===== config.mk =====
export PLATFORM = sky130hd
export DESIGN_NAME = breakpoint_address_table
export DESIGN_NICKNAME = d
export VERILOG_FILES = /design/src/design/bat_pkg.sv /design/src/design/breakpoint_address_table.sv /design/src/design/bat_cell.sv
export SDC_FILE = /design/constraint.sdc
export NUM_CORES = 1
export LEC_CHECK = 0
export ABC_AREA = 0
export BUFFER_PORTS_ARGS = -buffer_cell sky130_fd_sc_hd__buf_2
export CAP_MARGIN = 20
export CORE_UTILIZATION = 40
export DETAILED_ROUTE_END_ITERATION = 12
export PLACE_DENSITY = 0.62
export SYNTH_ARGS = -nofsm -noshare
export SYNTH_HDL_FRONTEND = slang
export SYNTH_HIERARCHICAL = 1
export SYNTH_SLANG_ARGS = --single-unit

===== constraint.sdc =====
create_clock -name clk -period 2.7 [get_ports clk]
set_clock_uncertainty 0.05 [all_clocks]
set_input_delay 0.135 -clock clk [delete_from_list [all_inputs] [get_ports clk]]
set_output_delay 0.135 -clock clk [all_outputs]
set_load 0.005 [all_outputs]

===== src/design/bat_pkg.sv =====
// shared types and constants for the breakpoint address table
// command and status codes, the request token that walks the cell chain
// no dependencies
package bat_pkg;

	localparam int TABLE_DEPTH_DEF = 16;
	localparam int ADDR_W = 16;
	localparam int CMD_W = 2;
	localparam int STATUS_W = 2;
	localparam int USED_W = 5;

	localparam logic [CMD_W-1:0] CMD_ADD = 2'd0;
	localparam logic [CMD_W-1:0] CMD_REMOVE = 2'd1;
	localparam logic [CMD_W-1:0] CMD_CHECK = 2'd2;

	localparam logic [STATUS_W-1:0] ST_OK = 2'd0;
	localparam logic [STATUS_W-1:0] ST_FULL_OR_MISS = 2'd1;
	localparam logic [STATUS_W-1:0] ST_NOT_FOUND = 2'd2;
	localparam logic [STATUS_W-1:0] ST_ZERO_ADDR = 2'd3;

	// request as it travels from cell to cell
	typedef struct packed {
		logic [CMD_W-1:0]  cmd;
		logic [ADDR_W-1:0] addr;
		logic              act;   // add allowed: address nonzero and table not full
		logic              found; // an earlier cell matched or took the add
	} bat_tok_t;

	typedef struct packed {
		logic [STATUS_W-1:0] status;
		logic                hit;
		logic [USED_W-1:0]   entries_used;
	} bat_res_t;

endpackage


===== src/design/breakpoint_address_table.sv =====
// breakpoint address table: a chain of TABLE_DEPTH cells, one entry each
// a request walks the chain one cell per cycle; its result is registered
// once the token leaves the last cell, held pending if the output is stalled
// one request at a time: the next is taken once the result is registered
// and no result is pending, so a new request waits for the last to finish
// reset clears all valid bits and the count at once; no clearing sweep
module breakpoint_address_table #(
	parameter int TABLE_DEPTH = bat_pkg::TABLE_DEPTH_DEF
) (
	input  logic                         clk,
	input  logic                         arst_n,
	input  logic                         in_valid,
	output logic                         in_ready,
	input  logic [bat_pkg::CMD_W-1:0]    command,
	input  logic [bat_pkg::ADDR_W-1:0]   address,
	output logic                         out_valid,
	input  logic                         out_ready,
	output logic [bat_pkg::STATUS_W-1:0] status,
	output logic                         hit,
	output logic [bat_pkg::USED_W-1:0]   entries_used
);
	import bat_pkg::*;

	localparam int CNT_W = $clog2(TABLE_DEPTH + 1);

	logic [CNT_W-1:0]   count_q;
	logic [CNT_W-1:0]   count_nxt;
	logic               busy_q;
	logic               accept;
	logic [TABLE_DEPTH:0]   tok_vld;
	bat_tok_t           tok [TABLE_DEPTH+1];
	logic [TABLE_DEPTH-1:0] cell_vld;
	bat_tok_t           tok_end;
	logic               tok_end_vld;
	bat_res_t           res;
	bat_res_t           out_q;
	logic               out_vld_q;
	bat_res_t           pend_q;
	logic               pend_vld_q;
	logic [31:0]        cnt_ext;

	assign in_ready = !busy_q && !pend_vld_q;
	assign accept = in_valid && in_ready;

	always_comb begin
		tok[0].cmd = command;
		tok[0].addr = address;
		tok[0].act = (command == CMD_ADD) && (address != '0)
			&& (count_q < CNT_W'(TABLE_DEPTH));
		tok[0].found = 1'b0;
	end
	assign tok_vld[0] = accept;

	for (genvar i = 0; i < TABLE_DEPTH; i++) begin : g_cell
		bat_cell u_cell (
			.clk       (clk),
			.arst_n    (arst_n),
			.tok_vld_i (tok_vld[i]),
			.tok_i     (tok[i]),
			.tok_vld_o (tok_vld[i+1]),
			.tok_o     (tok[i+1]),
			.vld_o     (cell_vld[i])
		);
	end

	assign tok_end = tok[TABLE_DEPTH];
	assign tok_end_vld = tok_vld[TABLE_DEPTH];

	// count does not move while a request is in the chain
	always_comb begin
		count_nxt = count_q;
		res.status = ST_OK;
		res.hit = 1'b0;
		case (tok_end.cmd)
			CMD_ADD: begin
				if (tok_end.addr == '0) begin
					res.status = ST_ZERO_ADDR;
				end else if (!tok_end.act) begin
					res.status = ST_FULL_OR_MISS;
				end else begin
					count_nxt = count_q + CNT_W'(1);
				end
			end
			CMD_REMOVE: begin
				if (tok_end.addr == '0) begin
					res.status = ST_ZERO_ADDR;
				end else if (tok_end.found) begin
					count_nxt = count_q - CNT_W'(1);
				end else begin
					res.status = ST_NOT_FOUND;
				end
			end
			CMD_CHECK: begin
				if (tok_end.found) begin
					res.hit = 1'b1;
				end else begin
					res.status = ST_FULL_OR_MISS;
				end
			end
			default: begin
			end
		endcase
		cnt_ext = 32'(count_nxt);
		res.entries_used = cnt_ext[USED_W-1:0];
	end

	always_ff @(posedge clk or negedge arst_n) begin
		if (!arst_n) begin
			count_q <= '0;
			busy_q <= 1'b0;
			out_vld_q <= 1'b0;
			pend_vld_q <= 1'b0;
		end else begin
			if (accept) begin
				busy_q <= 1'b1;
			end else if (tok_end_vld) begin
				busy_q <= 1'b0;
			end
			if (tok_end_vld) begin
				count_q <= count_nxt;
				if (!out_vld_q || out_ready) begin
					out_vld_q <= 1'b1;
				end else begin
					pend_vld_q <= 1'b1;
				end
			end else if (pend_vld_q && out_ready) begin
				pend_vld_q <= 1'b0;
			end else if (out_ready) begin
				out_vld_q <= 1'b0;
			end
		end
	end

	always_ff @(posedge clk) begin
		if (tok_end_vld) begin
			if (!out_vld_q || out_ready) begin
				out_q <= res;
			end else begin
				pend_q <= res;
			end
		end else if (pend_vld_q && out_ready) begin
			out_q <= pend_q;
		end
	end

	assign out_valid = out_vld_q;
	assign status = out_q.status;
	assign hit = out_q.hit;
	assign entries_used = out_q.entries_used;

	// a single request in flight
	assert property (@(posedge clk) disable iff (!arst_n)
		$onehot0(tok_vld[TABLE_DEPTH:1]))
		else $error("more than one request in the cell chain");

	assert property (@(posedge clk) disable iff (!arst_n)
		count_q <= CNT_W'(TABLE_DEPTH))
		else $error("entry count above table depth");

	// between requests the valid bits agree with the count
	assert property (@(posedge clk) disable iff (!arst_n)
		!busy_q |-> ($countones(cell_vld) == int'(count_q)))
		else $error("valid bits disagree with entry count");

	assert property (@(posedge clk) disable iff (!arst_n)
		tok_end_vld |-> !pend_vld_q)
		else $error("result finished while another result is pending");

endmodule


===== src/design/bat_cell.sv =====
// one slot of the breakpoint table: entry register, valid bit, token stage
// the request token passes through one cell per cycle
// depends on bat_pkg
module bat_cell (
	input  logic              clk,
	input  logic              arst_n,
	input  logic              tok_vld_i,
	input  bat_pkg::bat_tok_t tok_i,
	output logic              tok_vld_o,
	output bat_pkg::bat_tok_t tok_o,
	output logic              vld_o
);
	import bat_pkg::*;

	logic [ADDR_W-1:0] entry_q;
	logic              vld_q;
	logic              tok_vld_q;
	bat_tok_t          tok_q;
	bat_tok_t          tok_nxt;
	logic              match;
	logic              take_add;
	logic              take_rem;

	always_comb begin
		match = vld_q && (entry_q == tok_i.addr);
		tok_nxt = tok_i;
		take_add = 1'b0;
		take_rem = 1'b0;
		case (tok_i.cmd)
			CMD_ADD: begin
				if (tok_i.act && !tok_i.found && !vld_q) begin
					take_add = 1'b1;
					tok_nxt.found = 1'b1;
				end
			end
			CMD_REMOVE: begin
				if (!tok_i.found && match) begin
					take_rem = 1'b1;
					tok_nxt.found = 1'b1;
				end
			end
			CMD_CHECK: begin
				if (match) begin
					tok_nxt.found = 1'b1;
				end
			end
			default: begin
			end
		endcase
	end

	always_ff @(posedge clk or negedge arst_n) begin
		if (!arst_n) begin
			vld_q <= 1'b0;
			tok_vld_q <= 1'b0;
		end else begin
			tok_vld_q <= tok_vld_i;
			if (tok_vld_i && take_add) begin
				vld_q <= 1'b1;
			end else if (tok_vld_i && take_rem) begin
				vld_q <= 1'b0;
			end
		end
	end

	always_ff @(posedge clk) begin
		if (tok_vld_i) begin
			tok_q <= tok_nxt;
			if (take_add) begin
				entry_q <= tok_i.addr;
			end
		end
	end

	assign tok_vld_o = tok_vld_q;
	assign tok_o = tok_q;
	assign vld_o = vld_q;

endmodule


==> run_results.csv, run 1 <==
group,metric,value,unit
outcome,outcome,"completed",
yosys,yosysSeqAreaShare,75.7,%
worst_setup_path,worst-setup-path-type,"reg -> reg",
timing,setup_viol,0,
yosys,synthArstFlopShare,6.33,%
final_layout,insertedDiodeCount,0,
final_layout,final_cell_area,0.0283,mm^2
drt,first_iter_violations,852,
timing,fmax,0.467,GHz
yosys,synthFlopType,"edfxtp_1",
worst_setup_path,critPathLaunchType,"flip-flop",
pwr,intPower,18.9,mW
pwr,p_switching,6.33,mW
clock_network,clkTransAtPathRegs,0.06,ns
clock_network,ctsHoldBuffers,21,
final_layout,syn_to_final_growth,14.2,%
clock_network,root_buffer,"clkbuf_16",
pwr,power_frac_comb,10.8,%
timing,tightest_slew,0.825,ns
clock_network,cts_tree,"built",
pwr,leakagePower,9.83,nW
pwr,power_frac_seq,55.1,%
clock_network,cts_setup_buffers,0,
floorplanning,die_y,251,um
worst_setup_path,crit_arrival,2.31,ns
worst_setup_path,cp-end-kind,"flip-flop",
pwr,swShare,25.1,%
timing,setup-tns-final,0,ns
clock_network,cts_buffer_depth,3,
timing,min_period,2.14,ns
placement,dp.cells,2274,
yosys,synth.area.top_cells,"edfxtp_1 72%, xnor2_1 4.6%, dfrtp_1 4.0%",
placement,io_buffers,31,
yosys,yosysTopAreaCellShare,71.6,%
timing,period_share,79.3,%
pwr,vdd_drop_max,0.426,mV
yosys,avgSynthCellArea,17.1,um^2
pwr,pwr-share-clk,34.1,%
global_routing,track_usage,13.3,%
final_layout,layout-drive-gt1-share,12.3,%
floorplanning,dieWidth,251,um
placement,placed_area,0.0261,mm^2
yosys,netlist_instances,1447,
global_routing,antenna_found_initial,0,
clock_network,htreeDepth,3,
final_layout,instances_no_fill,2413,
global_routing,grt_pass1_vias,12360,
timing,finalMaxSlewViolations,0,
placement,hpwl,27800,um
yosys,synth_edf_count,592,
yosys,synth_cell_types,47,
global_routing,grt_overflow,0,
timing,rsz0062_at_grt,"no",
drt,via_per_inst,4.97,
timing,hold_violations,0,
clock_network,cts_resized,0,
global_routing,grt_max_degree,24,
floorplanning,dieArea,0.0630,mm^2
drt,vias,11987,
drt,wl,40800,um
placement,gp_congestion,0.800,
run,cap_viol_max_count,0,
yosys,synth_area,0.0248,mm^2
drt,ant_nets,0,
hold_path,worstHoldPathType,"in -> async",
clock_network,clkSinkCount,632,
floorplanning,initial_core_util,40.8,%
drt,dr.pass1.iters,5,
worst_setup_path,worstPathRequired,2.87,ns
yosys,ys_seq_elements,632,
pwr,p_per_area,890,mW/mm^2
yosys,synth_warnings,6,
floorplanning,core_area,0.0608,mm^2
floorplanning,rows,90,
worst_setup_path,worstPathMaxFanout,17,
floorplanning,ios,32,
final_layout,nNetsFinal,1669,
clock_network,clk_latency,0.59,ns
yosys,synth_nets,1535,
clock_network,cts_made_buffers,66,
global_routing,grt_pass1_wl,66900,um
drt,wl_per_cell,16.9,um
timing,timing.slew.headroom,45.0,%
drt,drc,0,
yosys,yosysTopAreaCell,"edfxtp_1",
-- layout make-up --
cell class	count	area, um^2
Tap cell	782	978
Multi-Input combinational cell	675	5500
Fill cell	5095	32500
Inverter	135	507
Timing Repair Buffer	71	508
Clock buffer	90	1820
Sequential cell	632	18800
Clock inverter	28	251
-- cells by family after synthesis --
group / Yosys count / share of synthesized area [%]
mux: 3 / 0.136
buf+inv: 140 / 2.17
fa+ha+maj: 66 / 3.33
simple gates: 271 / 7.52
other cells: 1 / 0.0151
xor+xnor: 199 / 7.02
flops: 632 / 75.7
compound gates: 135 / 4.13
-- final timing paths --
kind                       slack [ns]                       start  cells after the start                      endpoint
max                              0.56                  count_q[4]                      3  g_cell[0].u_cell/entry_q[14]
min                             0.005                      arst_n                      2    g_cell[5].u_cell/tok_vld_o
max reg2reg                      0.56                  count_q[4]                      3  g_cell[0].u_cell/entry_q[14]
min reg2reg                      0.39  g_cell[14].u_cell/tok_o[1]                      0    g_cell[15].u_cell/tok_o[1]
max in group asynchronous        1.61                      arst_n                      3        g_cell[1].u_cell/vld_o
min in group clk                 0.06                    in_valid                      3    g_cell[0].u_cell/tok_vld_o
-- power by group through the flow --
| stage | registers (mW) | clock network, mW | logic (mW) |
|---|---|---|---|
| floorplan | 14.0 | 0 | 1.69 |
| global placement | 14.1 | 0 | 2.62 |
| detailed placement | 14.1 | 0 | 2.72 |
| CTS | 13.9 | 8.85 | 2.76 |
| global route | 14.1 | 9.24 | 3.06 |
| finish | 13.9 | 8.60 | 2.73 |
-- through the flow --
stage	worst slack, ns	power (mW)	hold WS [ns]	utilization (%)
2_1_floorplan	0.474	15.6	-0.211	-
3_3_place_gp	0.582	16.7	0.0738	42.8
3_5_place_dp	0.522	16.8	0.0754	42.8
4_1_cts	0.536	25.5	0.00421	46.6
5_1_grt	0.375	26.4	0.00632	46.6
6_report	0.559	25.2	0.00468	46.6
-- critical path, stage by stage, from the launching register on --
cell     delay [ns]
dfrtp_1        0.44
nor4_1         0.34
nor2b_1        0.20
and4_1         0.74
-- layer usage --
metal	vias to the layer above	global-route usage [%]	share of wire (%)	wire length, um
li1	5680	-	-	-
met1	6058	17.9	47	19000
met2	171	21.4	47	19400
met3	78	2.76	3.5	1420
met4	0	4.56	2.5	1040
met5	-	0	0	0
-- cells in the final DEF, fill, tap and decap left out, types with 28 or more instances in the layout --
cell       netlist  layout
xnor2_1        131     131
dfrtp_1         40      40
inv_1          135     135
nand3_1         36      36
nor4_2          32      32
buf_2            1      31
nor4_1          29      29
clkbuf_16        0      69
ha_1            66      66
nor2b_1         49      49
xor2_1          68      68
a31oi_1         28      28
edfxtp_1       592     592
-- cell usage after synthesis, types with 2 or more instances --
cell type,number
a2111o_1,10
a21o_1,12
a21oi_1,14
a222oi_1,6
a31oi_1,28
and2_1,3
and2b_2,10
and4_1,24
clkbuf_1,2
dfrtp_1,40
edfxtp_1,592
ha_1,66
inv_1,135
mux2_2,3
nand2_1,19
nand2b_1,14
nand3_1,36
nand3b_1,2
nand4_1,16
nand4b_1,2
nor2_1,20
nor2b_1,49
nor4_1,29
nor4_2,32
o2111ai_1,6
o21a_1,6
o21ai_0,14
o221ai_1,2
o22ai_1,17
o31ai_1,6
o31ai_2,10
or2_1,10
xnor2_1,131
xor2_1,68
-- registers in the layout, summed over array words and instances, names as in the netlist --
| register | cells |
|---|---|
| g_cell.u_cell/tok_vld_o | 16 |
| pend_vld_q | 1 |
| out_valid | 1 |
| status | 2 |
| pend_q | 8 |
| count_q | 5 |
| g_cell.u_cell/tok_o | 320 |
| hit | 1 |
| entries_used | 5 |
| g_cell.u_cell/entry_q | 256 |
| g_cell.u_cell/vld_o | 16 |
| busy_q | 1 |
(Power assumes the default switching activity.)
==> inputs of run 2 (changes only) <==
clock period = 2 ns   (was 2.7 ns; I/O delays follow)
==> run 2 against run 1 <==
  * Fmax grew 14%
  * Setup slack lost 0.44 ns
  * Via count decreased by 0.58%
  * Cell area up 1.1%
  * First-iteration DRC count shrank 18%
  * Critical endpoint is now g_cell[9].u_cell/tok_o[0]
  * Largest cell class unchanged
==> run_results.csv, run 2 (same netlist as run 1, synthesis figures left out) <==
group,metric,value,unit
timing,tightest_slew,0.765,ns
clock_network,clkTransAtPathRegs,0.06,ns
global_routing,grt_overflow,0,
global_routing,antenna_found_initial,0,
floorplanning,core_area,0.0608,mm^2
worst_setup_path,timing.rr.start,"g_cell[8].u_cell/tok_o[14]",
final_layout,final_cell_area,0.0286,mm^2
floorplanning,rows,90,
drt,via_per_inst,4.89,
worst_setup_path,r2r_cells,5,
final_layout,most-common-layout-cells,"592 x edfxtp_1, 135 x inv_1, 131 x xnor2_1, 68 x xor2_1, 67 x clkbuf_16",
placement,dp.cells,2296,
worst_setup_path,cp_num_buf_inv,0,
final_layout,syn_to_final_growth,15.4,%
timing,whs,0.145,ns
timing,min_period,1.89,ns
floorplanning,initial_core_util,40.8,%
worst_setup_path,worstPathCellList,"xor2_1, a2111o_1, nor4_4, a31oi_1, o31ai_2",
worst_setup_path,crit_family,"compound AO/OA/AOI/OAI gates",
placement,gp_congestion,0.796,
final_layout,insertedDiodeCount,0,
drt,vias,11917,
clock_network,htreeDepth,3,
floorplanning,ios,32,
drt,first_iter_violations,701,
worst_setup_path,worstReg2RegEnd,"g_cell[9].u_cell/tok_o[0]",
pwr,vdd_drop_max,0.661,mV
final_layout,layout_commonest_cell,"edfxtp_1",
worst_setup_path,worstPathRequired,2.37,ns
clock_network,root_buffer,"clkbuf_16",
floorplanning,die_y,251,um
timing,fin_ws,0.115,ns
worst_setup_path,critPathLaunchType,"flip-flop",
timing,finalMaxSlewViolations,0,
drt,dr.pass1.iters,5,
global_routing,grt_max_degree,41,
timing,setup_viol,0,
clock_network,clk_latency,0.61,ns
final_layout,fillers,5095,
global_routing,grt_pass1_vias,12242,
clock_network,clkSinkCount,632,
worst_setup_path,cpMaxStageDelayCell,"edfxtp_1",
floorplanning,dieWidth,251,um
global_routing,grt_pass1_wl,67000,um
floorplanning,dieArea,0.0630,mm^2
pwr,leakagePower,10.0,nW
hold_path,worstHoldPathType,"in -> async",
timing,period_share,94.3,%
worst_setup_path,worstPathMaxFanout,3,
placement,hpwl,28100,um
worst_setup_path,cp-end-kind,"flip-flop",
run,cap_viol_max_count,0,
pwr,total_power,34.4,mW
clock_network,cts_tree,"built",
final_layout,instances_no_fill,2436,
final_layout,largest_register_ffs,320,
drt,ant_nets,0,
worst_setup_path,worst-setup-path-type,"reg -> reg",
drt,drc,0,
final_layout,fin_util,47.1,%
drt,wl,41100,um
worst_setup_path,crit_arrival,2.25,ns
drt,wl_per_cell,16.9,um
final_layout,layout-drive-gt1-share,13.9,%
timing,hold_violations,0,
clock_network,cts_buffer_depth,3,
placement,dp_slack,0.0325,ns
worst_setup_path,rrSetupSlack,0.11,ns
pwr,p_per_area,1200,mW/mm^2
placement,placed_area,0.0263,mm^2
worst_setup_path,cpPeakStageDelay,0.43,ns
timing,fmax,0.530,GHz
placement,io_buffers,31,
timing,timing.slew.headroom,49.0,%
timing,rsz0062_at_grt,"no",
final_layout,nNetsFinal,1692,
timing,setup-tns-final,0,ns
outcome,outcome,"completed",
global_routing,track_usage,13.4,%
clock_network,cts_made_buffers,66,
run 2: worst max-delay path by stage:
stage	startpoint	to	slack (ns)	depth (start not counted)
floorplan	pend_vld_q	g_cell[0].u_cell/entry_q[0]	0.03	3
CTS	g_cell[8].u_cell/tok_o[14]	g_cell[9].u_cell/tok_o[0]	0.04	5
finish	g_cell[8].u_cell/tok_o[14]	g_cell[9].u_cell/tok_o[0]	0.11	5
global route	g_cell[8].u_cell/tok_o[14]	g_cell[9].u_cell/tok_o[0]	0.003	5
global placement	g_cell[3].u_cell/tok_o[14]	g_cell[4].u_cell/tok_o[0]	0.15	5
detailed placement	g_cell[8].u_cell/tok_o[14]	g_cell[9].u_cell/tok_o[0]	0.03	5
run 2: report_power, final:
part	switching, mW	internal [mW]
clock network	5.04	6.81
registers	1.63	17.2
logic	2.13	1.55
run 2: metal layers:
layer | global-route usage [%] | routed length, um | vias up
li1 | - | - | 5740
met1 | 18.5 | 19300 | 5933
met2 | 21.3 | 19400 | 175
met3 | 3.12 | 1460 | 69
met4 | 4.11 | 959 | 0
met5 | 0 | 0 | -
run 2: repair_timing:
| action | in CTS | in global routing |
|---|---|---|
| endpoints found under the hold margin | 87 | 0 |
| setup endpoints to repair | 0 | 2 |
| buffers inserted | 0 | 1 |
| hold buffers | 21 | 0 |
| gates resized for setup | 0 | 1 |
run 2: area by class of cell:
type | instances | area [um^2] | share of cell area [%]
sequential | 632 | 18800 | 65.6
multi-input combinational | 675 | 5510 | 19.2
clock buffer | 79 | 1730 | 6.05
tap | 782 | 978 | 3.42
timing repair buffer | 94 | 756 | 2.64
inverter | 135 | 507 | 1.77
clock inverter | 39 | 382 | 1.33
run 2: worst reg2reg max path, cell delays in order, from the launching register on:
cell,delay (ns)
edfxtp_1,0.43
xor2_1,0.19
a2111o_1,0.39
nor4_4,0.30
a31oi_1,0.14
o31ai_2,0.20
==> inputs of run 3 (changes only) <==
SYNTH_HIERARCHICAL = not set   (was 1)
==> run 3 against run 2 <==
  * Clock power about the same
  * Wire length decreased by 5.8%
  * Non-clock buffer count increased by 13
==> run_results.csv, run 3 <==
group,metric,value,unit
outcome,outcome,"completed",
global_routing,antenna_found_initial,0,
drt,dr.pass1.iters,5,
drt,drc,0,
yosys,ys_seq_elements,632,
worst_setup_path,cp_num_buf_inv,1,
worst_setup_path,worstPathRequired,2.35,ns
clock_network,root_buffer,"clkbuf_16",
floorplanning,die_y,248,um
final_layout,syn_to_final_growth,16.0,%
timing,timing.slew.headroom,51.8,%
clock_network,htreeDepth,2,
timing,tightest_slew,0.720,ns
final_layout,nNetsFinal,1626,
yosys,yosysSeqAreaShare,77.3,%
yosys,synthArstFlopShare,6.33,%
yosys,netlist_instances,1376,
worst_setup_path,worst-setup-path-type,"reg -> reg",
final_layout,most-common-layout-cells,"592 x edfxtp_1, 144 x xnor2_1, 119 x xor2_1, 65 x ha_1, 60 x clkbuf_16",
global_routing,grt_pass1_vias,11451,
placement,dp.cells,2228,
placement,gp_congestion,0.801,
floorplanning,core_area,0.0595,mm^2
timing,whs,0.192,ns
global_routing,grt_max_degree,23,
floorplanning,rows,89,
yosys,synth_area,0.0243,mm^2
timing,fmax,0.531,GHz
final_layout,largest_register_ffs,320,
final_layout,layout_commonest_cell,"edfxtp_1",
run,cap_viol_max_count,0,
hold_path,worstHoldPathType,"in -> reg",
floorplanning,initial_core_util,40.8,%
yosys,yosysTopAreaCellShare,73.2,%
floorplanning,dieWidth,248,um
yosys,synth_nets,1463,
worst_setup_path,worstPathCellList,"xor2_1, nor4_1, buf_4, nand3_1, o41ai_1",
pwr,vdd_drop_max,0.710,mV
drt,first_iter_violations,579,
clock_network,clk_latency,0.62,ns
final_layout,insertedDiodeCount,0,
final_layout,fillers,5046,
clock_network,cts_buffer_depth,3,
floorplanning,dieArea,0.0617,mm^2
timing,fin_ws,0.117,ns
worst_setup_path,cpMaxStageDelayCell,"edfxtp_1",
worst_setup_path,cpPeakStageDelay,0.44,ns
yosys,synthFlopType,"edfxtp_1",
pwr,total_power,33.8,mW
yosys,synth_common_cells,"592 x edfxtp_1, 144 x xnor2_1, 119 x xor2_1, 65 x ha_1, 58 x inv_1",
yosys,synth_warnings,0,
placement,io_buffers,31,
worst_setup_path,crit_family,"simple AND/OR/NAND/NOR gates",
clock_network,cts_tree,"built",
yosys,synth_edf_count,592,
pwr,leakagePower,9.72,nW
clock_network,clkTransAtPathRegs,0.06,ns
global_routing,grt_overflow,0,
final_layout,layout-drive-gt1-share,12.5,%
global_routing,track_usage,12.7,%
timing,min_period,1.88,ns
clock_network,cts_made_buffers,59,
timing,setup_viol,0,
floorplanning,ios,32,
timing,hold_violations,0,
placement,dp_slack,0.0356,ns
timing,setup-tns-final,0,ns
drt,wl,38700,um
drt,via_per_inst,4.77,
yosys,yosysTopAreaCell,"edfxtp_1",
pwr,p_per_area,1200,mW/mm^2
worst_setup_path,crit_arrival,2.23,ns
global_routing,grt_pass1_wl,61900,um
worst_setup_path,cp-end-kind,"flip-flop",
placement,hpwl,26400,um
yosys,synth.area.top_cells,"edfxtp_1 73%, xnor2_1 5.2%, xor2_1 4.3%",
drt,ant_nets,0,
worst_setup_path,worstPathMaxFanout,3,
yosys,synth_cell_types,42,
timing,period_share,94.2,%
clock_network,clkSinkCount,632,
yosys,avgSynthCellArea,17.6,um^2
yosys,yosysMostFrequentCell,"edfxtp_1",
timing,finalMaxSlewViolations,0,
worst_setup_path,critPathLaunchType,"flip-flop",
drt,vias,11263,
final_layout,instances_no_fill,2361,
drt,wl_per_cell,16.4,um
[run 3: worst paths after layout]
check                                          start                          to  slack (ns)  cells after the start
max                        g_cell[3].u_cell.tok_o[2]   g_cell[4].u_cell.tok_o[0]        0.12                      5
min                                       command[1]  g_cell[0].u_cell.tok_o[19]        0.19                      2
max reg2reg                g_cell[3].u_cell.tok_o[2]   g_cell[4].u_cell.tok_o[0]        0.12                      5
min reg2reg                g_cell[5].u_cell.tok_o[1]   g_cell[6].u_cell.tok_o[1]        0.38                      0
max in group asynchronous                     arst_n                  count_q[3]        0.24                      4
min in group asynchronous                     arst_n     g_cell[15].u_cell.vld_o        0.55                      4
[run 3: area by class of cell]
class / instances / area, um^2 / share of cell area [%]
clock buffers: 75 / 1570 / 5.57
flip-flops and latches: 632 / 18800 / 66.7
well taps: 773 / 967 / 3.44
repair buffers: 107 / 821 / 2.92
clock inverters: 35 / 480 / 1.71
multi-input cells: 681 / 5320 / 18.9
inverters: 58 / 218 / 0.773
[run 3: logic make-up (layout without fill, tap and decap cells)]
family / Yosys count / in the layout / share of synthesized area [%]
AO/OA/AOI/OAI: 65 / 65 / 1.71
XOR/XNOR: 264 / 264 / 9.56
adder cells (fa/ha/maj): 65 / 65 / 3.35
buffers and inverters: 63 / 275 / 1.02
flip-flops: 632 / 632 / 77.3
multiplexers: 11 / 11 / 0.536
AND/OR/NAND/NOR: 276 / 276 / 6.49
[run 3: power by group]
group          internal (mW)  total (mW)  switching (mW)
clock network           6.97        11.7            4.75
registers               17.1        18.6            1.49
logic                   1.51        3.43            1.93
[run 3: through the flow]
stage                     area [um^2]  utilization [%]
after global placement          25800             43.4
after CTS                       28100             47.3
final                           28200             47.3
after global routing            28200             47.3
after detailed placement        25800             43.4
after floorplan                 24300                -
[run 3: routing by layer]
layer | GRT usage [%] | vias to the layer above | wire length [um]
met2 | 20.8 | 121 | 18600
met1 | 17.1 | 5631 | 17900
met3 | 2.91 | 65 | 1390
li1 | - | 5446 | -
met4 | 3.57 | 0 | 840
met5 | 0 | - | 0
[run 3: repair_timing]
action / 4_1_cts / 5_1_grt
endpoints found under the setup margin: 0 / 7
hold buffers: 23 / 0
endpoints found under the hold margin: 87 / 0
gates resized for setup: 0 / 7
buffers inserted: 0 / 0
